### src/hw/rtl/mprx_pkg.sv
`default_nettype none
// ----------------------------------------------------------------------------
// mprx_pkg
// Shared constants, codes and lane structs for the multi-port receive capture.
// ----------------------------------------------------------------------------
package mprx_pkg;

  localparam int PORT_COUNT = 8;
  localparam int FIFO_DEPTH = 64;
  localparam int IDX_W      = $clog2(FIFO_DEPTH);
  localparam int BYTE_W     = 8;
  localparam int MASK_W     = 8;
  localparam int PORT_W     = 3;
  localparam int KIND_W     = 2;
  localparam int CNT_W      = $clog2(PORT_COUNT + 1);
  localparam int ROW_W      = 8 * BYTE_W;

  localparam logic [BYTE_W-1:0] COUNT_MAX   = 8'hFF;
  localparam logic [BYTE_W-1:0] DIV_RESET   = 8'd3;
  localparam logic [BYTE_W-1:0] TICK_RESET  = 8'd1;

  typedef enum logic [KIND_W-1:0] {
    KIND_TICK  = 2'd0,
    KIND_DEQ   = 2'd1,
    KIND_CLEAR = 2'd2
  } kind_t;

  typedef struct packed {
    logic store_req;
    logic pop_req;
    logic clr;
  } lane_cmd_t;

  typedef struct packed {
    logic drop;
    logic popped;
    logic avail;
  } lane_stat_t;

endpackage : mprx_pkg
`default_nettype wire

### src/hw/rtl/multi_port_rx_fifo_capture.sv
`default_nettype none
// ----------------------------------------------------------------------------
// multi_port_rx_fifo_capture
// Eight-port receive capture: per-port ring FIFOs, sweep prescaler, drop count.
// ----------------------------------------------------------------------------
// Pipeline: an accepted word passes the s1 register, then the output register.
// Throughput: one word per cycle while out_ready is high; the s1 stage
//   is there for the registered read of each port's byte RAM.
// Reset: pointers, drop counter and valids clear at once; the prescaler loads
//   1 and the divider 3. No clearing pass; stored bytes are not reset.
// ----------------------------------------------------------------------------
module multi_port_rx_fifo_capture
  import mprx_pkg::*;
(
  input  wire logic              clk,
  input  wire logic              rst_n,
  input  wire logic              in_valid,
  output logic                   in_ready,
  input  wire logic [KIND_W-1:0] in_kind,
  input  wire logic [PORT_W-1:0] in_port,
  input  wire logic [MASK_W-1:0] in_ready_mask,
  input  wire logic [ROW_W-1:0]  in_rx_bytes,
  output logic                   out_valid,
  input  wire logic              out_ready,
  output logic                   out_swept,
  output logic      [MASK_W-1:0] out_taken_mask,
  output logic      [BYTE_W-1:0] out_data,
  output logic                   out_data_valid,
  output logic      [MASK_W-1:0] out_available_mask,
  output logic      [BYTE_W-1:0] out_overflow_count,
  input  wire logic              cfg_valid,
  output logic                   cfg_ready,
  input  wire logic [BYTE_W-1:0] cfg_data
);

  logic [BYTE_W-1:0] div_r, tick_r, tick_nxt, tick_dec;
  logic              acc, is_tick, is_deq, is_clr, sweep, out_free, s1_go;

  lane_cmd_t         cmd     [PORT_COUNT];
  lane_stat_t        stat    [PORT_COUNT];
  logic [BYTE_W-1:0] rd_byte [PORT_COUNT];

  logic [MASK_W-1:0] taken, avail_mask, popped;
  logic [BYTE_W-1:0] ovf_nxt, s1_data;

  logic              s1_valid_r, s1_swept_r, s1_dv_r;
  logic [PORT_W-1:0] s1_port_r;
  logic [MASK_W-1:0] s1_taken_r, s1_avail_r;
  logic [BYTE_W-1:0] s1_ovf_r;

  logic              out_valid_r, out_swept_r, out_dv_r;
  logic [MASK_W-1:0] out_taken_r, out_avail_r;
  logic [BYTE_W-1:0] out_data_r, out_ovf_r;

  assign out_free  = ~out_valid_r | out_ready;
  assign s1_go     = s1_valid_r & out_free;
  assign in_ready  = ~s1_valid_r | out_free;
  assign acc       = in_valid & in_ready;
  assign cfg_ready = 1'b1;

  always_comb begin
    is_tick = 1'b0;
    is_deq  = 1'b0;
    is_clr  = 1'b0;
    case (kind_t'(in_kind))
      KIND_TICK:  is_tick = acc;
      KIND_DEQ:   is_deq  = acc;
      KIND_CLEAR: is_clr  = acc;
      default:    ;
    endcase
  end

  // sweep prescaler
  always_comb begin
    tick_dec = tick_r - 8'd1;
    sweep    = is_tick & (tick_dec == '0);
    if (!is_tick) begin
      tick_nxt = tick_r;
    end else if (sweep) begin
      tick_nxt = div_r;
    end else begin
      tick_nxt = tick_dec;
    end
  end

  always_ff @(posedge clk) begin
    if (!rst_n) begin
      div_r  <= DIV_RESET;
      tick_r <= TICK_RESET;
    end else begin
      tick_r <= tick_nxt;
      if (cfg_valid && cfg_ready) begin
        div_r <= cfg_data;
      end
    end
  end

  for (genvar p = 0; p < PORT_COUNT; p++) begin : g_lane
    always_comb begin
      cmd[p].store_req = sweep & in_ready_mask[p];
      cmd[p].pop_req   = is_deq & (in_port == PORT_W'(p));
      cmd[p].clr       = is_clr;
    end

    mprx_lane u_lane (
      .clk     (clk),
      .rst_n   (rst_n),
      .cmd     (cmd[p]),
      .wr_byte (in_rx_bytes[p*BYTE_W +: BYTE_W]),
      .stat    (stat[p]),
      .rd_byte (rd_byte[p])
    );
  end

  mprx_merge u_merge (
    .clk        (clk),
    .rst_n      (rst_n),
    .clr        (is_clr),
    .stat       (stat),
    .avail_mask (avail_mask),
    .ovf_nxt    (ovf_nxt)
  );

  always_comb begin
    taken  = '0;
    popped = '0;
    for (int p = 0; p < PORT_COUNT; p++) begin
      taken[p]  = cmd[p].store_req;
      popped[p] = stat[p].popped;
    end
  end

  // lane read data lands in the cycle after the pop
  always_comb begin
    s1_data = '0;
    for (int p = 0; p < PORT_COUNT; p++) begin
      if (s1_dv_r && s1_port_r == PORT_W'(p)) begin
        s1_data = rd_byte[p];
      end
    end
  end

  always_ff @(posedge clk) begin
    if (!rst_n) begin
      s1_valid_r  <= 1'b0;
      out_valid_r <= 1'b0;
    end else begin
      if (acc) begin
        s1_valid_r <= 1'b1;
      end else if (s1_go) begin
        s1_valid_r <= 1'b0;
      end
      if (s1_go) begin
        out_valid_r <= 1'b1;
      end else if (out_ready) begin
        out_valid_r <= 1'b0;
      end
    end
  end

  always_ff @(posedge clk) begin
    if (acc) begin
      s1_swept_r <= sweep;
      s1_taken_r <= taken;
      s1_dv_r    <= |popped;
      s1_port_r  <= in_port;
      s1_avail_r <= avail_mask;
      s1_ovf_r   <= ovf_nxt;
    end
    if (s1_go) begin
      out_swept_r <= s1_swept_r;
      out_taken_r <= s1_taken_r;
      out_dv_r    <= s1_dv_r;
      out_data_r  <= s1_data;
      out_avail_r <= s1_avail_r;
      out_ovf_r   <= s1_ovf_r;
    end
  end

  assign out_valid          = out_valid_r;
  assign out_swept          = out_swept_r;
  assign out_taken_mask     = out_taken_r;
  assign out_data           = out_data_r;
  assign out_data_valid     = out_dv_r;
  assign out_available_mask = out_avail_r;
  assign out_overflow_count = out_ovf_r;

endmodule : multi_port_rx_fifo_capture
`default_nettype wire

### src/hw/rtl/mprx_ram.sv
`default_nettype none
// ----------------------------------------------------------------------------
// mprx_ram
// Generic single-write, single-read RAM with registered read data.
// ----------------------------------------------------------------------------
module mprx_ram #(
  parameter int WIDTH = 8,
  parameter int DEPTH = 64
) (
  input  wire logic                     clk,
  input  wire logic                     we,
  input  wire logic [$clog2(DEPTH)-1:0] waddr,
  input  wire logic [WIDTH-1:0]         wdata,
  input  wire logic                     re,
  input  wire logic [$clog2(DEPTH)-1:0] raddr,
  output logic      [WIDTH-1:0]         rdata
);

  logic [WIDTH-1:0] mem [DEPTH];

  always_ff @(posedge clk) begin
    if (we) begin
      mem[waddr] <= wdata;
    end
    if (re) begin
      rdata <= mem[raddr];
    end
  end

endmodule : mprx_ram
`default_nettype wire

### src/hw/rtl/mprx_lane.sv
`default_nettype none
// ----------------------------------------------------------------------------
// mprx_lane
// One port's ring FIFO: write/read pointers, one slot kept free, byte store.
// ----------------------------------------------------------------------------
module mprx_lane
  import mprx_pkg::*;
(
  input  wire logic              clk,
  input  wire logic              rst_n,
  input  wire lane_cmd_t         cmd,
  input  wire logic [BYTE_W-1:0] wr_byte,
  output lane_stat_t             stat,
  output logic      [BYTE_W-1:0] rd_byte
);

  logic [IDX_W-1:0] wr_r, wr_nxt;
  logic [IDX_W-1:0] rd_r, rd_nxt;
  logic [IDX_W-1:0] wr_inc, rd_inc;
  logic             full, empty, store, pop;

  always_comb begin
    wr_inc = (wr_r == IDX_W'(FIFO_DEPTH - 1)) ? '0 : wr_r + IDX_W'(1);
    rd_inc = (rd_r == IDX_W'(FIFO_DEPTH - 1)) ? '0 : rd_r + IDX_W'(1);
    full   = (wr_inc == rd_r);
    empty  = (wr_r == rd_r);
    store  = cmd.store_req & ~full;
    pop    = cmd.pop_req & ~empty;

    if (cmd.clr) begin
      wr_nxt = '0;
      rd_nxt = '0;
    end else begin
      wr_nxt = store ? wr_inc : wr_r;
      rd_nxt = pop ? rd_inc : rd_r;
    end

    stat.drop   = cmd.store_req & full;
    stat.popped = pop;
    stat.avail  = (wr_nxt != rd_nxt);
  end

  always_ff @(posedge clk) begin
    if (!rst_n) begin
      wr_r <= '0;
      rd_r <= '0;
    end else begin
      wr_r <= wr_nxt;
      rd_r <= rd_nxt;
    end
  end

  mprx_ram #(
    .WIDTH (BYTE_W),
    .DEPTH (FIFO_DEPTH)
  ) u_ram (
    .clk   (clk),
    .we    (store),
    .waddr (wr_r),
    .wdata (wr_byte),
    .re    (pop),
    .raddr (rd_r),
    .rdata (rd_byte)
  );

endmodule : mprx_lane
`default_nettype wire

### src/hw/rtl/mprx_merge.sv
`default_nettype none
// ----------------------------------------------------------------------------
// mprx_merge
// Combines lane status: available mask and the saturating overflow counter.
// ----------------------------------------------------------------------------
module mprx_merge
  import mprx_pkg::*;
(
  input  wire logic              clk,
  input  wire logic              rst_n,
  input  wire logic              clr,
  input  wire lane_stat_t        stat [PORT_COUNT],
  output logic      [MASK_W-1:0] avail_mask,
  output logic      [BYTE_W-1:0] ovf_nxt
);

  logic [BYTE_W-1:0] ovf_r;
  logic [CNT_W-1:0]  drops;
  logic [BYTE_W:0]   sum;

  always_comb begin
    drops      = '0;
    avail_mask = '0;
    for (int p = 0; p < PORT_COUNT; p++) begin
      drops         = drops + CNT_W'(stat[p].drop);
      avail_mask[p] = stat[p].avail;
    end
    sum = {1'b0, ovf_r} + (BYTE_W + 1)'(drops);
    if (clr) begin
      ovf_nxt = '0;
    end else if (sum > {1'b0, COUNT_MAX}) begin
      ovf_nxt = COUNT_MAX;
    end else begin
      ovf_nxt = sum[BYTE_W-1:0];
    end
  end

  always_ff @(posedge clk) begin
    if (!rst_n) begin
      ovf_r <= '0;
    end else begin
      ovf_r <= ovf_nxt;
    end
  end

endmodule : mprx_merge
`default_nettype wire

### config.mk
export PLATFORM = sky130hd
export DESIGN_NAME = multi_port_rx_fifo_capture
export DESIGN_NICKNAME = d
export VERILOG_FILES = /design/src/hw/rtl/mprx_pkg.sv /design/src/hw/rtl/multi_port_rx_fifo_capture.sv /design/src/hw/rtl/mprx_ram.sv /design/src/hw/rtl/mprx_lane.sv /design/src/hw/rtl/mprx_merge.sv
export SDC_FILE = /design/constraint.sdc
export NUM_CORES = 2
export LEC_CHECK = 0
export BUFFER_PORTS_ARGS = -buffer_cell sky130_fd_sc_hd__buf_2
export CORE_ASPECT_RATIO = 1.1
export CORE_UTILIZATION = 60
export CTS_CLUSTER_DIAMETER = 40
export DETAILED_ROUTE_END_ITERATION = 8
export PLACE_DENSITY = 0.76
export SLEW_MARGIN = 20
export SYNTH_ARGS = -nofsm -noshare
export SYNTH_HDL_FRONTEND = slang
export SYNTH_SLANG_ARGS = --single-unit
### constraint.sdc
create_clock -name clk -period 7.72 [get_ports clk]
set_clock_uncertainty 0.15 [all_clocks]
set_input_delay 0 -clock clk [delete_from_list [all_inputs] [get_ports clk]]
set_output_delay 0 -clock clk [all_outputs]
set_load 0.05 [all_outputs]
==> results.md <==
Outcome:
- The run finished, with violations left.
- The checks that failed: hold timing.

Clock network:
- The H-tree level count is 5.
- The clock tree from TritonCTS is done.
- The number of setup buffers added after CTS is 0.
- The worst-skew pair later-pin latency is 1.00 ns.
- Once the clock tree was built, the resizer swapped 0 gates to a different size.
- The clock-pin slew on the worst setup and hold paths is 0.07 ns.
- The number of buffers created by CTS is 471.
- The clock sink count is 4345.
- No sink is reached through more buffers than the 4 on the longest clock path.
- The number of buffers inserted for hold repair after clock tree synthesis is 119.
- The clock root buffer master is clkbuf_16.

Global routing:
- The first-pass GRT wire length is 593000 µm.
- Across every metal layer, demand over resource in global routing totals 0.284.
- The largest net degree at the start of global routing is 77.
- For this run the aggregate overflow at the end of global routing stands at 0.
- The number of antenna violations at the first check in global routing was 19.
- The via count of the first global-routing pass is 85097.

Route:
- The first-pass iteration count of the detailed router is 8.
- For this run, design rule violations remaining after detail routing come to 0.
- After detailed routing, the number of vias per cell comes to between 6 and 7.
- In this run the remaining antenna-violating nets after routing total 0.
- The per-cell routed wire length is 32.5 µm.
- The first routing iteration left 10218 violations.
- The total number of vias is 83355.
- After detailed routing, the total wire length is 405000 µm.

Synth:
- The number of flops mapped to enable cells by yosys is 4223.
- The total number of yosys warnings is 0.
- Synthesis produced a netlist with a net count of 8073.
- Counting distinct cell types in the post-synthesis netlist gives roughly 110.
- The average footprint of a synthesized cell is between 20 and 25 µm².
- The largest area contributor in the synthesized netlist is edfxtp_1.
- Of the synthesized area, sequential elements account for 0.753.
- Counting every instance in the synthesized netlist gives between 7000 and 8000.
- The mapped netlist covers 172000 µm².
- The number of synthesized register bits is 4345.
- Sorting the synthesized cells by area gives the leading types as edfxtp_1, mux4_2, dfxtp_1.
- The area share of the largest cell type after synthesis is 0.738.
- Among all flip-flop cells after synthesis, the most frequent one is edfxtp_1.
- The post-synthesis async set-or-reset flop share is 0.

Timing:
- Setup total negative slack on the finished layout was measured at 0 ns.
- Setup violations remaining at the end of the flow were counted as 0.
- The highest attainable clock frequency is 150 MHz.
- The transition time at the pin with the least slew margin is 1.16 ns.
- The count of endpoints failing hold in the final timing report is 12.
- Across all hold checks on the routed design, the worst slack comes to -0.0154 ns.
- Setup repair after global routing left no endpoint under its margin.
- The worst path needs about 6.7 ns of the cycle, external delays included.
- The final-report max-slew violation count came to 0.
- The post-route fraction of the period consumed by the critical path is 0.863.
- In this run the tightest slew margin relative to its limit is 0.227.

Power and ir drop:
- Of the total power, the clock network draws 0.458.
- The worst-case IR drop observed on VDD is around 0.26 mV.
- The power consumption is 0.0491 W.
- The analysis attributes to cell leakage a power of 58.3 nW.
- The total power per unit cell area is about 250 nW/µm².
- Of the total power, the share spent switching nets is 0.211.
- The share of total power dissipated in combinational logic is 0.014.
- The part of the power in registers is 0.528.
- The internal power is 0.0387 W.
- The analysis attributes to net switching a power of about 0.010 W.

Setup path:
- The launch point of the worst path is g_lane[0].u_lane.wr_r[0].
- The number of cells on the worst reg-to-reg path is 19.
- The critical path contains buffers and inverters numbering 2 combined.
- At the worst endpoint, the arrival time is 7.20 ns.
- The maximum cell stage delay along the critical path is around 0.63 ns.
- The peak fanout along the critical path is 16.
- The slack of the worst reg-to-reg path is 1.06 ns.
- The type of element capturing the critical path is a register.
- The capture point of the worst reg-to-reg path is s1_ovf_r[1].
- Walking the worst path, the cells encountered are ha_1, and3_4, xnor2_1, or4_4, nor4_4, nor2b_1, ha_1, inv_1, fa_1, fa_1, fa_1, fa_1, inv_1, fa_1, a21o_1, a21oi_1, nor2_1, nor2_1, nor2_1.
- Data on the critical path is required at its endpoint by 8.26 ns.
- The launching point of the worst reg2reg path is g_lane[0].u_lane.wr_r[0].
- The slowest cell on the critical path is dfxtp_1.
- The cell family contributing the most delay on the critical path is adder cells.
- The most frequent cell on the critical path is fa_1.
- The startpoint class of the critical path is a register.
- The worst setup path category is register to register.

Floorplan:
- Pin placement for this block handled 127 I/O pins.
- The floorplan has 205 rows.
- The height of the chip is approximately 560 µm.
- The die extent in x is 512 µm.
- The die covers just under 300000 µm².
- The floorplan core area is roughly 280000 µm².
- For this configuration, the core starts out at a cell density of 0.604.

Place:
- The standard cell area after detailed placement is 176000 µm².
- The post-placement cell count is ~11000.
- The global placer's final weighted congestion is 0.928.
- During placement, the flow inserted port buffers numbering between 100 and 150.
- The post-DP HPWL is 239000 µm.

Hold path:
- The launch instance of the worst min-delay path is in_rx_bytes[7].
- Along the worst hold path, the cell count comes to 2.
- For hold timing, the worst endpoint is g_lane[0].u_lane.u_ram.mem[12][7].
- The tightest min-delay check is of the primary input to register type.

Flow run:
- Max-cap violations in this run came to 0.

Finish:
- The core utilization of the finished layout is 0.681.
- The finished cells cover 193000 µm².
- Relative to the synthesized area, the layout overhead comes to 12.6%.
- The final layout net count is 8447.
- The post-route non-filler standard cell count is 12474.
- The fraction of layout instances using a drive strength above 1 is 0.283.
## layer usage
layer | global-route usage | vias up | routed length, µm
li1 | - | 34084 | -
met1 | 0.383 | 43851 | 149000
met2 | 0.469 | 4599 | 205000
met3 | 0.0477 | 809 | 34400
met4 | 0.110 | 12 | 16800
met5 | 0 | - | 84
## kinds of logic after synthesis
family / Yosys count / share of synthesized area
buf+inv: 504 / 0.0119
xor+xnor: 154 / 0.00815
other cells: 1 / 0.0000218
fa+ha+maj: 31 / 0.00246
simple gates: 1207 / 0.0332
flops: 4345 / 0.753
compound gates: 299 / 0.0121
mux: 1412 / 0.180
## power by group through the flow
| stage | Sequential [W] | Clock [W] | Combinational, W |
|---|---|---|---|
| finish | 0.0259 | 0.0225 | 0.000710 |
| CTS | 0.0259 | 0.0226 | 0.000697 |
| detailed placement | 0.0264 | 0 | 0.000640 |
| global placement | 0.0264 | 0 | 0.000599 |
| floorplan | 0.0264 | 0 | 0.000126 |
| global route | 0.0259 | 0.0235 | 0.000743 |
## through the flow
stage | setup slack [ns] | hold slack (ns)
after floorplan | 1.89 | -0.0511
after global placement | 1.20 | 0.0739
after global routing | 0.774 | 0.00559
after detailed placement | 1.16 | 0.0820
after CTS | 1.12 | 0.0168
final | 1.06 | -0.0154
## state kept, by name, summed over array words and instances, names as in the netlist, 48 cells and up
name                       flops
g_lane.u_lane.u_ram.mem     4096
g_lane.u_lane.u_ram.rdata     64
g_lane.u_lane.rd_r            48
g_lane.u_lane.wr_r            48
## synthesized netlist by cell type, types with 51 or more instances
cell type / number
buf_2: 79
nand3_1: 70
xnor2_1: 89
o21ai_0: 54
nand2_1: 147
mux4_2: 1332
clkbuf_1: 244
a21oi_1: 65
buf_1: 125
dfxtp_1: 122
xor2_1: 60
nor2_1: 642
nor3_1: 51
mux2i_1: 55
edfxtp_1: 4223
## area by class of cell
cell class	count	area, µm²
sequential	4345	129000
clock inverter	340	3610
tap	3726	4660
fill	16849	90800
timing repair buffer	362	2870
multi-input combinational	3104	40600
inverter	43	161
antenna	10	25.0
clock buffer	544	12200
## cells in the final DEF, fill, tap and decap left out, types with 18 or more instances in the layout
cell	synthesis	routed
edfxtp_1	4223	4223
bufinv_16	0	36
clkinv_1	0	72
nand4_1	33	33
dlygate4sd3_1	0	121
mux4_2	1332	1332
a21oi_1	65	65
xor2_1	60	59
ha_1	25	25
and2_1	22	21
nand3_1	70	70
clkinv_2	0	61
buf_2	79	76
a31oi_1	19	19
mux2i_1	55	55
nor2b_1	22	22
xnor2_1	89	89
clkinv_4	0	40
inv_1	41	40
clkinvlp_4	0	52
nor2_1	642	640
nor4_1	40	37
inv_6	0	33
dfxtp_1	122	94
clkbuf_1	244	63
buf_4	11	162
and3_1	29	29
nand3b_1	38	38
mux2_2	25	25
nor3_1	51	40
o21ai_0	54	54
clkinv_16	0	18
nand2_1	147	146
clkbuf_16	0	472
## worst max path at each step
stage                        endpoint  slack, ns  depth (start not counted)
after CTS                 s1_ovf_r[1]       1.12                         19
after floorplan           s1_ovf_r[7]       1.89                         21
final                     s1_ovf_r[1]       1.06                         19
after global routing      s1_ovf_r[1]       0.77                         19
after detailed placement  s1_ovf_r[2]       1.16                         19
after global placement    s1_ovf_r[5]       1.20                         19
Note: power is estimated with default switching activity, not from simulation.
